### src/mcbp_pkg.sv
// shared types, constants and command table of the management command byte parser
package mcbp_pkg;

  localparam int unsigned NUM_CMDS = 6;
  localparam int unsigned MAX_ARGS = 2;

  typedef enum logic [1:0] {
    PH_WAIT = 2'd0,
    PH_ARGS = 2'd1,
    PH_DONE = 2'd2,
    PH_ERR  = 2'd3
  } parse_phase_t;

  typedef logic [2:0] cmd_code_t;
  typedef logic [1:0] arg_idx_t;

  // argument count per command, capped at MAX_ARGS
  function automatic arg_idx_t arg_count(input cmd_code_t cmd);
    logic [2:0] n;
    begin
      case (cmd)
        3'd1:    n = 3'd2;
        3'd2:    n = 3'd1;
        3'd4:    n = 3'd1;
        default: n = 3'd0;
      endcase
      if (n > 3'(MAX_ARGS)) begin
        n = 3'(MAX_ARGS);
      end
      arg_count = n[1:0];
    end
  endfunction

  // single byte argument, otherwise a string
  function automatic logic arg_is_byte_type(input cmd_code_t cmd, input arg_idx_t idx);
    begin
      arg_is_byte_type = (cmd == 3'd4) && (idx == 2'd0);
    end
  endfunction

endpackage

### src/mcbp_if.sv
// word channels of the management command byte parser
interface mcbp_in_if;
  logic       valid;
  logic       ready;
  logic [7:0] data_byte;
  logic       restart;

  modport source (output valid, output data_byte, output restart, input ready);
  modport sink   (input valid, input data_byte, input restart, output ready);
endinterface

interface mcbp_out_if;
  logic       valid;
  logic       ready;
  logic [1:0] phase;
  logic [2:0] command_code;
  logic       invalid_flag;
  logic       arg_valid;
  logic       arg_number;
  logic       arg_is_byte;
  logic [7:0] arg_offset;
  logic [7:0] arg_value;
  logic       arg_last;

  modport source (
    output valid, output phase, output command_code, output invalid_flag,
    output arg_valid, output arg_number, output arg_is_byte, output arg_offset,
    output arg_value, output arg_last, input ready
  );
  modport sink (
    input valid, input phase, input command_code, input invalid_flag,
    input arg_valid, input arg_number, input arg_is_byte, input arg_offset,
    input arg_value, input arg_last, output ready
  );
endinterface

### src/mgmt_command_byte_parser_core.sv
// management command byte parser: input register, parse logic, result register
//
//   channel     dir   contents
//   byte_ch     in    data_byte, restart
//   result_ch   out   phase, command_code, invalid_flag, arg_* fields
//
// one word per cycle while the result is not stalled
// the parse state updates in the same cycle the result register loads
// rst clears the parse state and both valid flags
// a stalled result holds; the input register still takes one further word
module mgmt_command_byte_parser_core (
  input  logic      clk,
  input  logic      rst,
  mcbp_in_if.sink   byte_ch,
  mcbp_out_if.source result_ch
);
  import mcbp_pkg::*;

  // input register
  logic       s1_valid;
  logic [7:0] s1_byte;
  logic       s1_restart;

  // parse state
  parse_phase_t phase, phase_next;
  cmd_code_t    cmd, cmd_next;
  arg_idx_t     args_done, args_done_next;
  logic [7:0]   slen, slen_next;
  logic [7:0]   chars, chars_next;

  // result register
  logic       out_valid;
  logic       r_arg_valid, r_arg_number, r_arg_is_byte, r_arg_last;
  logic [7:0] r_arg_offset, r_arg_value;

  logic       a_valid, a_number, a_is_byte, a_last;
  logic [7:0] a_offset, a_value;

  logic out_free, s1_go;

  assign out_free      = !out_valid || result_ch.ready;
  assign s1_go         = s1_valid && out_free;
  assign byte_ch.ready = !s1_valid || out_free;

  always_ff @(posedge clk) begin
    if (rst) begin
      s1_valid <= 1'b0;
    end else if (byte_ch.ready) begin
      s1_valid <= byte_ch.valid;
    end
    if (byte_ch.ready && byte_ch.valid) begin
      s1_byte    <= byte_ch.data_byte;
      s1_restart <= byte_ch.restart;
    end
  end

  always_comb begin
    parse_phase_t ph;
    cmd_code_t    c;
    arg_idx_t     ad;
    logic [7:0]   sl, ch, ch_inc;
    logic         finished;
    ph = s1_restart ? PH_WAIT : phase;
    c  = s1_restart ? 3'd0    : cmd;
    ad = s1_restart ? 2'd0    : args_done;
    sl = s1_restart ? 8'd0    : slen;
    ch = s1_restart ? 8'd0    : chars;
    ch_inc = ch + 8'd1;
    finished = 1'b0;

    phase_next     = ph;
    cmd_next       = c;
    args_done_next = ad;
    slen_next      = sl;
    chars_next     = ch;

    a_valid  = 1'b0;
    a_number = 1'b0;
    a_is_byte = 1'b0;
    a_offset = 8'd0;
    a_value  = 8'd0;
    a_last   = 1'b0;

    case (ph)
      PH_WAIT: begin
        if (s1_byte >= 8'(NUM_CMDS)) begin
          phase_next = PH_ERR;
        end else begin
          cmd_next       = s1_byte[2:0];
          phase_next     = (arg_count(s1_byte[2:0]) == 2'd0) ? PH_DONE : PH_ARGS;
          args_done_next = 2'd0;
          slen_next      = 8'd0;
          chars_next     = 8'd0;
        end
      end
      PH_ARGS: begin
        if (arg_is_byte_type(c, ad)) begin
          a_valid   = 1'b1;
          a_number  = ad[0];
          a_is_byte = 1'b1;
          a_value   = s1_byte;
          a_last    = 1'b1;
          finished  = 1'b1;
        end else if (sl == 8'd0) begin
          if (s1_byte == 8'd0) begin
            phase_next = PH_ERR;
          end else begin
            slen_next = s1_byte;
          end
        end else begin
          a_valid    = 1'b1;
          a_number   = ad[0];
          a_offset   = ch;
          a_value    = s1_byte;
          chars_next = ch_inc;
          if (ch_inc == sl) begin
            a_last   = 1'b1;
            finished = 1'b1;
          end
        end
        if (finished) begin
          args_done_next = ad + 2'd1;
          slen_next      = 8'd0;
          chars_next     = 8'd0;
          if (args_done_next >= arg_count(c)) begin
            phase_next = PH_DONE;
          end
        end
      end
      default: begin
      end
    endcase
  end

  always_ff @(posedge clk) begin
    if (rst) begin
      phase     <= PH_WAIT;
      cmd       <= 3'd0;
      args_done <= 2'd0;
      slen      <= 8'd0;
      chars     <= 8'd0;
      out_valid <= 1'b0;
    end else begin
      if (s1_go) begin
        phase     <= phase_next;
        cmd       <= cmd_next;
        args_done <= args_done_next;
        slen      <= slen_next;
        chars     <= chars_next;
      end
      if (out_free) begin
        out_valid <= s1_valid;
      end
    end
    if (s1_go) begin
      r_arg_valid   <= a_valid;
      r_arg_number  <= a_number;
      r_arg_is_byte <= a_is_byte;
      r_arg_offset  <= a_offset;
      r_arg_value   <= a_value;
      r_arg_last    <= a_last;
    end
  end

  // phase and code come straight from the updated state
  assign result_ch.valid        = out_valid;
  assign result_ch.phase        = phase;
  assign result_ch.command_code = cmd;
  assign result_ch.invalid_flag = (phase == PH_ERR);
  assign result_ch.arg_valid    = r_arg_valid;
  assign result_ch.arg_number   = r_arg_number;
  assign result_ch.arg_is_byte  = r_arg_is_byte;
  assign result_ch.arg_offset   = r_arg_offset;
  assign result_ch.arg_value    = r_arg_value;
  assign result_ch.arg_last     = r_arg_last;

endmodule

### src/flat_wrapper.sv
// flat-port wrapper written by rule: the top's interface ports become plain ports
module mgmt_command_byte_parser_core_flat import mcbp_pkg::*;
  (clk, rst, byte_ch_valid, byte_ch_data_byte, byte_ch_restart, byte_ch_ready, result_ch_valid, result_ch_phase, result_ch_command_code, result_ch_invalid_flag, result_ch_arg_valid, result_ch_arg_number, result_ch_arg_is_byte, result_ch_arg_offset, result_ch_arg_value, result_ch_arg_last, result_ch_ready);
  mcbp_in_if byte_ch_i ();
  mcbp_out_if result_ch_i ();
  input  logic clk;
  input  logic rst;
  input wire logic [$bits(byte_ch_i.valid)-1:0] byte_ch_valid;
  input wire logic [$bits(byte_ch_i.data_byte)-1:0] byte_ch_data_byte;
  input wire logic [$bits(byte_ch_i.restart)-1:0] byte_ch_restart;
  output wire logic [$bits(byte_ch_i.ready)-1:0] byte_ch_ready;
  output wire logic [$bits(result_ch_i.valid)-1:0] result_ch_valid;
  output wire logic [$bits(result_ch_i.phase)-1:0] result_ch_phase;
  output wire logic [$bits(result_ch_i.command_code)-1:0] result_ch_command_code;
  output wire logic [$bits(result_ch_i.invalid_flag)-1:0] result_ch_invalid_flag;
  output wire logic [$bits(result_ch_i.arg_valid)-1:0] result_ch_arg_valid;
  output wire logic [$bits(result_ch_i.arg_number)-1:0] result_ch_arg_number;
  output wire logic [$bits(result_ch_i.arg_is_byte)-1:0] result_ch_arg_is_byte;
  output wire logic [$bits(result_ch_i.arg_offset)-1:0] result_ch_arg_offset;
  output wire logic [$bits(result_ch_i.arg_value)-1:0] result_ch_arg_value;
  output wire logic [$bits(result_ch_i.arg_last)-1:0] result_ch_arg_last;
  input wire logic [$bits(result_ch_i.ready)-1:0] result_ch_ready;
  assign byte_ch_i.valid = byte_ch_valid;
  assign byte_ch_i.data_byte = byte_ch_data_byte;
  assign byte_ch_i.restart = byte_ch_restart;
  assign byte_ch_ready = byte_ch_i.ready;
  assign result_ch_valid = result_ch_i.valid;
  assign result_ch_phase = result_ch_i.phase;
  assign result_ch_command_code = result_ch_i.command_code;
  assign result_ch_invalid_flag = result_ch_i.invalid_flag;
  assign result_ch_arg_valid = result_ch_i.arg_valid;
  assign result_ch_arg_number = result_ch_i.arg_number;
  assign result_ch_arg_is_byte = result_ch_i.arg_is_byte;
  assign result_ch_arg_offset = result_ch_i.arg_offset;
  assign result_ch_arg_value = result_ch_i.arg_value;
  assign result_ch_arg_last = result_ch_i.arg_last;
  assign result_ch_i.ready = result_ch_ready;
  mgmt_command_byte_parser_core u_core (.clk(clk), .rst(rst), .byte_ch(byte_ch_i), .result_ch(result_ch_i));
endmodule
### config.mk
export PLATFORM = sky130hd
export DESIGN_NAME = mgmt_command_byte_parser_core_flat
export DESIGN_NICKNAME = d
export VERILOG_FILES = /design/src/mcbp_pkg.sv /design/src/mcbp_if.sv /design/src/mgmt_command_byte_parser_core.sv /design/src/flat_wrapper.sv
export SDC_FILE = /design/constraint.sdc
export NUM_CORES = 1
export LEC_CHECK = 0
export ABC_AREA = 1
export BUFFER_PORTS_ARGS = -buffer_cell sky130_fd_sc_hd__buf_2
export CAP_MARGIN = 40
export CORE_MARGIN = 2
export CORE_UTILIZATION = 38
export DETAILED_ROUTE_END_ITERATION = 8
export HOLD_SLACK_MARGIN = 0.1
export SYNTH_ARGS = -nofsm -noshare
export SYNTH_HDL_FRONTEND = slang
export SYNTH_SLANG_ARGS = --single-unit
### constraint.sdc
create_clock -name clk -period 5.3 [get_ports clk]
set_clock_uncertainty 0.15 [all_clocks]
set_input_delay 0.265 -clock clk [delete_from_list [all_inputs] [get_ports clk]]
set_output_delay 0.265 -clock clk [all_outputs]
set_load 0.01 [all_outputs]
==> flow_summary.json <==
{
  "outcome": "finished clean",
  "rr_endpoint": "u_core.result_ch.phase[1]",
  "critical_path.startpoint_type": "flip-flop",
  "die_h_um": 95.7,
  "crit_type": "flip-flop to flip-flop",
  "grt_pass1_vias": 2729,
  "final_common_cell": "nand2_1",
  "cts.root.buffer_cell": "clkbuf_8",
  "cts_buffer_depth": 2,
  "num_io_pins": 41,
  "wl_met3_um": 402,
  "rr_startpoint": "u_core.s1_restart",
  "worstMarginPinSlew_ns": 0.782,
  "power_uw": 944,
  "die_w_um": 95.7,
  "grt_antenna_before_repair": 0,
  "slew_headroom_pct": 47.8,
  "drive_gt1_share_pct": 16.4,
  "crit_arrival_ns": 3.18,
  "area_growth_pct": 15.2,
  "firstDrtPassIters": 4,
  "coreArea_sq_um": 8180,
  "topRoutingLayerUsed": "met4",
  "avgSynthCellArea_sq_um": 7.35,
  "grt_pass1_wl_mm": 13.2,
  "power.leakage_uw": 0.00174,
  "hold_viol_final": 0,
  "grt_max_degree": 36,
  "nFillCells": 831,
  "diodes": 0,
  "layout.area.seq_sq_um": 1370,
  "path_clk_slew_ns": 0.10,
  "reg2reg_depth": 10,
  "tritoncts": "done",
  "drc_errors": 0,
  "htreeDepth": 2,
  "syn_inst": 434,
  "most-common-layout-cells": "nand2_1 (101), inv_1 (60), nor2_1 (47), nand3_1 (41)",
  "p_per_area_nw_per_um2": 257,
  "gp_congestion": 0.906,
  "start_util_pct": 39.0,
  "synth_top_area_cell": "edfxtp_1",
  "cp_slowest_cell": "a21oi_1",
  "whs_ns": 0.366,
  "hold_path.startpoint": "u_core.result_ch.phase[0]",
  "whs_path_depth": 2,
  "via_per_inst": 5.07,
  "final_core_util_pct": 45.0,
  "dp_hpwl_mm": 5.71,
  "overflow": 0,
  "wire_per_inst_um": 13.5,
  "holdPathEnd": "u_core.result_ch.phase[0]",
  "cts_sinks": 54,
  "synth_top_area_share_pct": 27.3,
  "fin_nets": 499,
  "cts_buffers": 5,
  "drt-total-wl_mm": 7.95,
  "drv_slew": 0,
  "synthTopCellsByArea": "edfxtp_1 (27%), dfxtp_1 (16%), nand2_1 (12%)",
  "ys_warn_count": 0,
  "fin_cells": 588,
  "placement_rows": 33,
  "syn_nets": 451,
  "synth_area_sq_um": 3190,
  "fin_tns_setup_ns": 0,
  "required_ns": 5.41,
  "max_freq_ghz": 0.326,
  "ys_seq_area_share_pct": 43.0,
  "path_common_cell": "nand2_1",
  "cpPeakStageDelay_ns": 0.63,
  "setup_viol": 0,
  "worstPathMaxFanout": 34,
  "wl_met1_mm": 3.57,
  "io_buffers": 40,
  "post-route-period-util_pct": 57.9,
  "drt_iter0_markers": 249,
  "cap_violations": 0,
  "hold_class": "flip-flop to flip-flop",
  "rrSetupSlack_ns": 2.23,
  "wl_met2_mm": 3.81,
  "crit_path_end_kind": "flip-flop",
  "grt_usage_pct": 18.7,
  "clk_latency_ns": 0.32,
  "antenna_left": 0,
  "multi_input_area_sq_um": 1450,
  "min_period_ns": 3.07,
  "rsz0062_at_grt": "no",
  "peakVddDrop_mv": 0.127,
  "worstPathCellList": "inv_8 -> nand2_1 -> ha_1 -> nand4_1 -> nor2_2 -> a21oi_1 -> o21ai_0 -> nand2_1 -> nand2_1 -> a21oi_2",
  "vias": 2980,
  "yosys.cell_types.count": 33,
  "ys_ff_latch": 54,
  "placed_cells": 567,
  "dieArea_sq_um": 9150
}
[critical path: cells and delay by family, from the launching register on]
| family | cells | cell delay [ns] |
|---|---|---|
| AOI/OAI and AO/OA | 3 | 0.95 |
| adders and majority gates | 1 | 0.24 |
| buffers and inverters | 1 | 0.25 |
| DFF | 1 | 0.57 |
| and+or+nand+nor | 5 | 0.85 |
[per-stage QoR]
| stage | area, sq um | setup slack [ns] |
|---|---|---|
| finish | 3680 | 2.23 |
| detailed placement | 3430 | 2.24 |
| floorplan | 3190 | 2.86 |
| global placement | 3410 | 2.43 |
| CTS | 3680 | 2.23 |
| global route | 3680 | 1.91 |
[metal layers]
metal | global-route usage (%) | vias up
met5 | 0 | -
met4 | 6.19 | 0
met3 | 3.32 | 13
met2 | 31.4 | 75
met1 | 24.4 | 1379
li1 | - | 1513
[sequential cells by signal (all words and copies together) (netlist names), 2 cells and up]
register / cells
u_core.s1_byte: 8
u_core.result_ch.arg_value: 8
u_core.slen: 8
u_core.result_ch.arg_offset: 8
u_core.chars: 8
u_core.result_ch.phase: 2
u_core.result_ch.command_code: 3
u_core.args_done: 2
[how the worst max path moves through the flow]
stage | start | cells after the start | endpoint
floorplan | u_core.s1_restart | 19 | u_core.slen[0]
global placement | u_core.s1_restart | 10 | u_core.result_ch.phase[1]
detailed placement | u_core.s1_restart | 10 | u_core.result_ch.phase[1]
CTS | u_core.s1_restart | 10 | u_core.result_ch.phase[1]
global route | u_core.s1_restart | 10 | u_core.result_ch.phase[1]
finish | u_core.s1_restart | 10 | u_core.result_ch.phase[1]
[area by class of cell]
cell class / instances / share of cell area, %
repair buffers: 56 / 9.80
clock inverters: 3 / 1.29
flip-flops and latches: 54 / 37.3
inverters: 64 / 6.81
well taps: 105 / 3.57
clock buffers: 5 / 1.87
multi-input cells: 301 / 39.3
[power by group]
part	total, uW	internal, uW	switching, uW
clock	292	143	148
combinational	171	56.5	114
sequential	481	464	17.6
[Yosys cell counts (all sizes together)]
library cell and count:
a21boi 1, a21oi 27, a31oi 8, buf 10
clkbuf 5, clkinv 1, dfxtp 25, edfxtp 29
ha 4, inv 63, nand2 112, nand3 45
nand4 4, nor2 54, nor3 1, nor4 2
o2111ai 1, o21ai 41, o21bai 1
[kinds of logic (layout without fill, tap and decap cells)]
group	count (synthesis)	in the layout	share of synthesized area [%]
simple gates	218	218	30.4
flops	54	54	43.0
fa+ha+maj	4	4	1.57
compound gates	79	79	13.3
buf+inv	79	128	11.7
[what timing repair did]
action,CTS,global route
resized for setup,0,0
buffers inserted,0,0
hold buffers,13,0
endpoints found under the hold margin,16,0
(Power assumes the default switching activity.)
